<file path="config.mk">
export PLATFORM = sky130hd
export DESIGN_NAME = bbc_lane
export DESIGN_NICKNAME = d
export VERILOG_FILES = /design/src/design/bbc_pkg.sv /design/src/design/bbc_lane.sv
export SDC_FILE = /design/constraint.sdc
export NUM_CORES = 1
export LEC_CHECK = 0
export ABC_AREA = 1
export BUFFER_PORTS_ARGS = -buffer_cell sky130_fd_sc_hd__buf_2
export CORE_UTILIZATION = 30
export CTS_BUF_LIST = sky130_fd_sc_hd__clkbuf_4 sky130_fd_sc_hd__clkbuf_8
export DETAILED_ROUTE_END_ITERATION = 8
export PLACE_DENSITY = 0.56
export SLEW_MARGIN = 5
export SYNTH_ARGS = -nofsm -noshare
export SYNTH_HDL_FRONTEND = slang
export SYNTH_SLANG_ARGS = --single-unit
</file>
<file path="constraint.sdc">
create_clock -name clock -period 2.2 [get_ports clock]
set_input_delay 0.33 -clock clock [delete_from_list [all_inputs] [get_ports clock]]
set_output_delay 0.33 -clock clock [all_outputs]
set_load 0.05 [all_outputs]
</file>
<file path="src/design/bbc_pkg.sv">
// Shared types and constants for the clamped-border box blur.
// No dependencies.
`default_nettype none

package bbc_pkg;

   localparam int ROW_W = 13;  // holds image heights up to 4096
   localparam int COL_W = 11;  // width register width
   localparam int LIN_W = 23;  // raster index within one image
   localparam int PIX_W = 24;  // packed pixel: blue, green, red

   localparam logic [1:0] CFG_WIDTH  = 2'd0;
   localparam logic [1:0] CFG_HEIGHT = 2'd1;
   localparam logic [1:0] CFG_RADIUS = 2'd2;

   localparam logic CMD_PIXEL = 1'b0;
   localparam logic CMD_FLUSH = 1'b1;

   typedef struct packed {
      logic clear;  // zero the sum before a window scan
      logic add;    // accumulate the byte read from the store
      logic step;   // one restoring division step
   } lane_ctl_type;

endpackage

`default_nettype wire

</file>
<file path="src/design/bbc_lane.sv">
// One channel lane: window sum accumulator and bit-serial restoring divider.
// Depends on bbc_pkg.
`default_nettype none

module bbc_lane #(
   parameter int SUM_W  = 16,
   parameter int AREA_W = 8
) (
   input  wire logic                 clock,
   input  wire bbc_pkg::lane_ctl_type ctl,
   input  wire logic [7:0]           add_val,
   input  wire logic [AREA_W-1:0]    divisor,
   output logic      [7:0]           quotient
);

   logic [SUM_W-1:0]  sum_ff;
   logic [SUM_W-1:0]  sum_in;
   logic [AREA_W-1:0] rem_ff;
   logic [AREA_W-1:0] rem_in;
   logic [AREA_W:0]   trial;
   logic              fits;

   always_comb begin
      trial  = {rem_ff, sum_ff[SUM_W-1]};
      fits   = trial >= {1'b0, divisor};
      sum_in = sum_ff;
      rem_in = rem_ff;
      if (ctl.clear) begin
         sum_in = '0;
         rem_in = '0;
      end else if (ctl.add) begin
         sum_in = sum_ff + SUM_W'(add_val);
      end else if (ctl.step) begin
         // sum register shifts out dividend bits and takes quotient bits
         sum_in = {sum_ff[SUM_W-2:0], fits};
         rem_in = fits ? AREA_W'(trial - {1'b0, divisor}) : AREA_W'(trial);
      end
   end

   always_ff @(posedge clock) begin
      sum_ff <= sum_in;
      rem_ff <= rem_in;
   end

   assign quotient = sum_ff[7:0];

endmodule

`default_nettype wire

</file>
==> impl_metrics.yaml, run 1 <==
power:
  switchingPower_mw: 0.466
  power_switching_share_pct: 35.3
  clkPwrFrac_pct: 30.5
  p_int_mw: 0.854
  p_leak_nw: 1.19
  total_power_mw: 1.32
  power_density_nw_per_um2: 540
  peakVddDrop_v: 0.000269
  p_seq_share_pct: 36.8
  p_comb_share_pct: 32.7
place:
  gp_congestion: 0.871
  post_dp_cell_area_um2: 2370
  dpl_worst_slack_ns: 0.262
  numPortBuffers: 27
  hpwl_um: 4150
final_layout:
  num-nets-final: 414
  fillers: 775
  num_antenna_cells: 0
  syn_to_final_growth_pct: 10.3
  layout_commonest_cell: "nand2_1"
  layout_common_cells: "nand2_1, inv_1, nand3_1"
  drive_gt1_share_pct: 12.8
  fin_area_um2: 2440
  finish.utilization_pct: 35.2
detailed_routing:
  drt_iter0_markers: 107
  drtPass1Iterations: 5
  avgRoutedWirePerCell_um: 11.3
  drtAntennaViolNets: 0
  drt-total-wl_um: 5310
  vias: 2194
  vias_per_cell: 4.66
  remaining_drc_errors: 0
worst_hold_path:
  hold_path_end: "sum_ff[3]$_SDFFE_PP0P_"
  min_path_type: "in -> reg"
  min_from: "ctl[0]"
  hold_path_depth: 4
yosys:
  synth.distinct_cells: 34
  netlist_instances: 359
  yosysSeqAreaShare_pct: 21.7
  ys_ff_latch: 24
  synth_fp_nets: 397
  synth_warnings: 0
  syn_area_um2: 2210
  synth.avg_cell_area_um2: 6.17
grt:
  antenna_found_initial: 0
  grt_pass1_vias: 2030
  grt_pass1_wl_um: 9180
  overflow: 0
  grt_util_all_layers_pct: 14.9
  grt_max_degree: 25
sta:
  finClkSkew_ns: 0.00210
  post-route-min-period_ns: 1.81
  slew_violations: 0
  rsz0062_at_grt: "no"
  setup_ws_ns: 0.390
  worst_pin_slew_ns: 0.479
  maxClockFrequency_ghz: 0.553
  setup_tns_ns: 0
  setup_viol: 0
  finalCritPeriodShare_pct: 82.3
  hold_viol: 0
  slew_headroom_pct: 68.1
die:
  die_h_um: 87.9
  start_util_pct: 31.9
  io_pins: 28
  die-area_um2: 7730
  fp.coreArea_um2: 6940
  rows: 30
  die_width_um: 87.9
clock_network:
  root_buffer: "clkbuf_8"
  clk_latency_ns: 0.27
  clock_path_buffers: 2
  htreeDepth: 1
  clkTransAtPathRegs_ns: 0.09
  cts_setup_buffers: 0
  cts_buffers: 3
  cts_resized: 0
  cts_hold_buf: 0
  cts_tree: "done"
  cts.sinks: 24
setup_path:
  cp_cell_sequence: "ha_1 -> fa_1 -> nand2_1 -> nand2_1 -> nand3b_1 -> nand2_1 -> nand2_1 -> nand2_1 -> nand2_1 -> nand3_1 -> a21oi_1"
  timing.critical_path.mode_cell: "nand2_1"
  max_stage_delay_ns: 0.39
  r2r-start: "sum_ff[0]$_SDFFE_PP0P_"
  r2r-end: "sum_ff[10]$_SDFFE_PP0P_"
  required_ns: 2.41
  cp_max_fo: 4
  path_class: "reg -> reg"
  crit_slowest_cell: "fa_1"
  worst_r2r_path_depth: 11
  endpoint_kind: "register"
  reg2reg_slack_ns: 0.39
  arrival_ns: 2.02
  crit_path_start_kind: "register"
flow_run:
  drv_cap: 0
run_status:
  status: "finished, final reports clean"
worst max path at each step:
stage | start | endpoint
floorplan | add_val[0] | sum_ff[4]$_SDFFE_PP0P_
detailed placement | add_val[0] | sum_ff[14]$_SDFFE_PP0P_
CTS | sum_ff[0]$_SDFFE_PP0P_ | sum_ff[10]$_SDFFE_PP0P_
global route | sum_ff[0]$_SDFFE_PP0P_ | sum_ff[14]$_SDFFE_PP0P_
finish | sum_ff[0]$_SDFFE_PP0P_ | sum_ff[10]$_SDFFE_PP0P_
global placement | add_val[0] | sum_ff[14]$_SDFFE_PP0P_
routing by layer:
metal  up-vias  global-route usage (%)  share of wire (%)
li1       1163                       -                  -
met4         0                    3.13               0.90
met3         4                    1.51                4.1
met2        49                    26.0                 47
met1       978                    19.8                 48
met5         -                       0                  0
per-stage QoR:
stage	cells	hold WS (ns)
6_report	471	0.407
5_1_grt	471	0.407
4_1_cts	471	0.411
3_5_place_dp	467	0.495
3_3_place_gp	467	0.489
2_1_floorplan	359	0.399
state kept, by name, summed over array words and instances (netlist names):
signal / count
sum_ff: 16
rem_ff: 8
cell type report:
type                    instances  area, µm²  share of cell area, %
repair buffers                 27        135                   5.53
well taps                      96        120                   4.92
clock buffers                   3       41.3                   1.69
flip-flops and latches         24        480                   19.7
inverters                      65        244                   9.98
multi-input cells             255       1390                   57.0
clock inverters                 1       30.0                   1.23
cells by family after synthesis:
family	after synthesis	synth area share (%)
flip-flops	24	21.7
XOR/XNOR	4	1.58
buffers and inverters	80	15.4
AND/OR/NAND/NOR	190	39.6
adder cells (fa/ha/maj)	18	10.8
AO/OA/AOI/OAI	43	10.8
power groups by stage:
stage	clock (mW)	combinational (mW)	sequential (mW)
after floorplan	0	0.361	0.489
after global placement	0	0.432	0.495
after detailed placement	0	0.435	0.495
after CTS	0.407	0.437	0.486
after global routing	0.427	0.491	0.490
final	0.403	0.432	0.485
synth_stat cells, drive strengths merged:
library cell	number	area [µm²]
nand3	44	225
clkbuf	2	7.51
and2	3	18.8
xor2	3	26.3
fa	2	40.0
ha	16	200
o22ai	10	62.6
a31oi	4	25.0
a221oi	1	8.76
dfxtp	24	480
xnor2	1	8.76
a21oi	24	120
nand4	2	12.5
nor2	24	115
nand2	105	425
buf	13	90.1
nor3	3	20.0
inv	65	244
nand3b	3	22.5
a31o	1	8.76
o21ai	3	15.0
or2	6	37.5
worst max-delay path: cells and delay by family (launching register included):
kind	cells	cell delay (ns)
simple gates	8	0.64
flops	1	0.35
compound gates	1	0.14
fa+ha+maj	2	0.62
Note: power is estimated with default switching activity, not from simulation.
==> run 2: changes to the inputs <==
PLACE_DENSITY = 0.57   (was 0.56)
clock period = 1.6 ns   (was 2.2 ns; I/O delays follow)
==> impl_metrics.yaml, run 2 (synthesized netlist as in run 1, its figures left out) <==
sta:
  setup_viol: 10
  finClkSkew_ns: 0.00167
  slew_violations: 0
  finalCritPeriodShare_pct: 103
  hold_viol: 0
  post-route-min-period_ns: 1.64
  rsz0062_at_grt: "yes"
  setup_tns_ns: -0.168
  slew_headroom_pct: 66.2
  worst_pin_slew_ns: 0.506
  maxClockFrequency_ghz: 0.608
  setup_ws_ns: -0.0440
clock_network:
  clk_latency_ns: 0.27
  cts_tree: "done"
  root_buffer: "clkbuf_8"
  cts.sinks: 24
  clkTransAtPathRegs_ns: 0.10
  cts_buffers: 3
  clock_path_buffers: 2
  htreeDepth: 1
final_layout:
  reg_top3: "sum_ff (16), rem_ff (8)"
  regMostFlops: "sum_ff"
  fin_area_um2: 3090
  instances_no_fill: 509
  syn_to_final_growth_pct: 39.5
  largest_reg_flops: 16
  layout_commonest_cell: "nand2_1"
  layout_common_cells: "nand2_1, inv_1, nand3_1"
  num_antenna_cells: 0
  drive_gt1_share_pct: 36.3
  num-nets-final: 452
setup_path:
  arrival_ns: 1.79
  endpoint_kind: "register"
  crit_slowest_cell: "dfxtp_2"
  required_ns: 1.75
  cp.buffers_inverters: 2
  cp_cell_sequence: "ha_4 -> inv_2 -> buf_6 -> nor3_4 -> nand2_4 -> nand2_8 -> nand2_1 -> nand3_1 -> a21oi_1"
  cp_top_family: "simple AND/OR/NAND/NOR gates"
  crit_path_start_kind: "register"
  cp_max_fo: 5
  path_class: "reg -> reg"
  max_stage_delay_ns: 0.35
grt:
  grt_util_all_layers_pct: 16.8
  overflow: 0
  antenna_found_initial: 0
  grt_pass1_vias: 2378
  grt_pass1_wl_um: 10400
  grt_max_degree: 25
die:
  die_width_um: 87.9
  die_h_um: 87.9
  start_util_pct: 31.9
  die-area_um2: 7730
  fp.coreArea_um2: 6940
  rows: 30
  io_pins: 28
detailed_routing:
  remaining_drc_errors: 0
  drtAntennaViolNets: 0
  vias: 2419
  drt-total-wl_um: 6270
  drt_iter0_markers: 124
  vias_per_cell: 4.75
  drtPass1Iterations: 4
  avgRoutedWirePerCell_um: 12.3
power:
  power_density_nw_per_um2: 687
  peakVddDrop_v: 0.000443
  p_leak_nw: 1.43
  total_power_mw: 2.12
run_status:
  status: "finished with violations"
  violations: "negative setup slack"
place:
  numPortBuffers: 27
  post_dp_cell_area_um2: 2620
  hpwl_um: 4390
  gp_congestion: 0.855
  place_inst: 499
flow_run:
  drv_cap: 0
worst_hold_path:
  min_path_type: "in -> reg"
==> run 2: changes by cell type in the layout (fill, tap and decap cells not counted), moves of 4 or more <==
cell     previous run  this run
nand3_2             1         7
ha_4                0        13
nand2_1           100        81
a21oi_2             0         4
nand3_1            43        37
buf_4               0        33
dfxtp_2             0         9
dfxtp_1            24        13
ha_1               16         3
nand2_2             3        20
a21oi_1            24        20
==> run 2: power breakdown <==
part | switching [mW] | leakage [nW] | internal (mW)
registers | 0.0377 | 0.201 | 0.635
clock network | 0.226 | 0.0357 | 0.335
logic | 0.499 | 1.19 | 0.389
==> run 2: area by class of cell <==
type / count / area (µm²)
clock buffer: 3 / 41.3
clock inverter: 1 / 30.0
fill: 709 / 3850
inverter: 65 / 244
multi-input combinational: 257 / 1730
sequential: 24 / 499
tap: 96 / 120
timing repair buffer: 63 / 425
==> run 2: worst register-to-register path, stage by stage (launching register included) <==
cell,delay [ns]
dfxtp_2,0.35
ha_4,0.28
inv_2,0.04
buf_6,0.11
nor3_4,0.27
nand2_4,0.16
nand2_8,0.11
nand2_1,0.06
nand3_1,0.07
a21oi_1,0.07
==> run 2: final timing paths <==
kind / startpoint / endpoint / slack [ns] / depth (start not counted)
max: rem_ff[6]$_SDFFE_PP0P_ / rem_ff[2]$_SDFFE_PP0P_ / -0.04 / 9
min: ctl[0] / sum_ff[0]$_SDFFE_PP0P_ / 0.31 / 4
max reg2reg: rem_ff[6]$_SDFFE_PP0P_ / rem_ff[2]$_SDFFE_PP0P_ / -0.04 / 9
min reg2reg: rem_ff[0]$_SDFFE_PP0P_ / rem_ff[0]$_SDFFE_PP0P_ / 0.50 / 2
==> run 2: per-stage QoR <==
stage | hold WS (ns) | util, % | setup WS [ns]
floorplan | 0.309 | - | 0.0249
global placement | 0.482 | 37.7 | -0.150
detailed placement | 0.489 | 37.7 | -0.143
CTS | 0.309 | 41.7 | -0.0435
global route | 0.336 | 44.5 | -0.159
finish | 0.306 | 44.5 | -0.0440
==> run 2: repair_timing <==
| action | CTS | global route |
|---|---|---|
| pin swaps | 14 | 20 |
| gates resized for setup | 34 | 42 |
| hold endpoints to repair | 0 | 0 |
| buffers inserted | 3 | 7 |
| setup endpoints to repair | 16 | 22 |
| hold buffers | 0 | 0 |
| cloned | 2 | 0 |
==> run 2: routing by layer <==
layer / global-route usage [%] / part of all wire, % / up-vias
met3: 1.79 / 2.7 / 8
met1: 21.5 / 47 / 1124
met2: 29.4 / 49 / 41
met4: 5.22 / 1.5 / 0
li1: - / - / 1246
met5: 0 / 0 / -
==> run 3: changes to the inputs <==
CORE_ASPECT_RATIO = 1.4   (was default)
PLACE_DENSITY = 0.56   (was 0.57)
SKIP_LAST_GASP = 1   (was default)
clock period = 1.7 ns   (was 1.6 ns; I/O delays follow)
==> impl_metrics.yaml, run 3 (synthesized netlist as in run 1, its figures left out) <==
run_status:
  status: "finished, final reports clean"
detailed_routing:
  drtAntennaViolNets: 0
  drt-total-wl_um: 5830
  vias_per_cell: 4.64
  drt_iter0_markers: 85
  vias: 2316
  drtPass1Iterations: 4
  avgRoutedWirePerCell_um: 11.7
  remaining_drc_errors: 0
worst_hold_path:
  min_path_type: "in -> reg"
  hold_path_end: "sum_ff[4]$_SDFFE_PP0P_"
  min_from: "ctl[1]"
  hold_path_depth: 4
die:
  die-area_um2: 7730
  fp.coreArea_um2: 7070
  die_h_um: 104
  io_pins: 28
  rows: 36
  die_width_um: 74.6
  start_util_pct: 31.3
setup_path:
  crit_path_start_kind: "register"
  arrival_ns: 1.81
  reg2reg_slack_ns: 0.03
  max_stage_delay_ns: 0.34
  cp.buffers_inverters: 1
  crit_slowest_cell: "dfxtp_1"
  cp_top_family: "simple AND/OR/NAND/NOR gates"
  r2r-end: "sum_ff[7]$_SDFFE_PP0P_"
  r2r-start: "sum_ff[6]$_SDFFE_PP0P_"
  path_class: "reg -> reg"
  required_ns: 1.83
  endpoint_kind: "register"
  cp_cell_sequence: "ha_1 -> nand2_1 -> inv_1 -> a21oi_2 -> nand2_2 -> or2_2 -> nand3_1 -> a21oi_1"
  cp_max_fo: 4
  worst_r2r_path_depth: 8
  startpoint: "sum_ff[6]$_SDFFE_PP0P_"
clock_network:
  cts.sinks: 24
  clkTransAtPathRegs_ns: 0.09
  cts_tree: "done"
  root_buffer: "clkbuf_8"
  clock_path_buffers: 2
  htreeDepth: 1
  cts_hold_buf: 0
  clk_latency_ns: 0.26
  cts_buffers: 3
final_layout:
  num-nets-final: 444
  num_antenna_cells: 0
  largest_reg_flops: 16
  syn_to_final_growth_pct: 29.7
  drive_gt1_share_pct: 29.7
  layout_commonest_cell: "nand2_1"
  layout_common_cells: "nand2_1, inv_1, nand3_1"
  reg_top3: "sum_ff (16), rem_ff (8)"
  fin_area_um2: 2870
  regMostFlops: "sum_ff"
  finish.utilization_pct: 40.6
power:
  p_leak_nw: 1.33
  power_density_nw_per_um2: 593
  peakVddDrop_v: 0.000335
  total_power_mw: 1.70
sta:
  rsz0062_at_grt: "yes"
  finClkSkew_ns: 0.00343
  slew_violations: 0
  slew_headroom_pct: 67.1
  setup_viol: 0
  finalCritPeriodShare_pct: 98.4
  setup_ws_ns: 0.0270
  worst_pin_slew_ns: 0.493
  hold_viol: 0
  post-route-min-period_ns: 1.67
  maxClockFrequency_ghz: 0.598
  setup_tns_ns: 0
grt:
  grt_util_all_layers_pct: 16.0
  grt_max_degree: 25
  overflow: 0
  grt_pass1_vias: 2245
  grt_pass1_wl_um: 9850
  antenna_found_initial: 0
place:
  numPortBuffers: 27
  gp_congestion: 0.826
  post_dp_cell_area_um2: 2610
  dpl_worst_slack_ns: -0.0971
  hpwl_um: 4510
flow_run:
  drv_cap: 0
[run 3: cell count changes in the layout (fill, tap and decap cells not counted), sizes merged]
cell	delta
buf	-6
nand2	-2
bufinv	-1
[run 3: worst max path at each step]
stage	end	depth (start not counted)
finish	sum_ff[7]$_SDFFE_PP0P_	8
global route	sum_ff[14]$_SDFFE_PP0P_	11
CTS	rem_ff[6]$_SDFFE_PP0P_	10
detailed placement	rem_ff[6]$_SDFFE_PP0P_	12
global placement	rem_ff[6]$_SDFFE_PP0P_	12
floorplan	sum_ff[4]$_SDFFE_PP0P_	8
[run 3: worst reg2reg max path: cells and delay by family (launching register included)]
family                     cells  cell delay (ns)
buffers and inverters          1             0.07
and+or+nand+nor                4             0.61
AOI/OAI and AO/OA              2             0.22
adders and majority gates      1             0.32
DFF                            1             0.34
[run 3: final cells by class]
class | count | area, µm²
repair buffers | 57 | 385
fillers | 800 | 4200
clock buffers | 3 | 41.3
inverters | 65 | 244
flip-flops and latches | 24 | 492
well taps | 95 | 119
multi-input cells | 255 | 1590
[run 3: routing by layer]
| layer | up-vias | global-route usage (%) | part of all wire, % | wire length [µm] |
|---|---|---|---|---|
| met3 | 4 | 1.56 | 2.0 | 119 |
| met1 | 1060 | 19.6 | 45 | 2640 |
| met5 | - | 0 | 0 | 0 |
| li1 | 1223 | - | - | - |
| met4 | 0 | 4.31 | 0.81 | 47 |
| met2 | 29 | 28.6 | 52 | 3020 |
[run 3: timing repair]
item	CTS	global route
cloned	0	0
setup endpoints to repair	7	19
pin swaps	0	15
setup buffers	0	2
endpoints found under the hold margin	0	0
resized for setup	4	42
[run 3: metrics by stage]
| step | cells | hold WS [ns] |
|---|---|---|
| after floorplan | 359 | 0.324 |
| after global placement | 494 | 0.486 |
| after detailed placement | 494 | 0.485 |
| after CTS | 497 | 0.380 |
| after global routing | 499 | 0.421 |
| final | 499 | 0.385 |
[run 3: report_power, final]
part | internal [mW] | switching, mW | leakage, nW
logic | 0.308 | 0.423 | 1.11
registers | 0.598 | 0.0327 | 0.200
clock network | 0.159 | 0.184 | 0.0216
total | 1.06 | 0.640 | 1.33
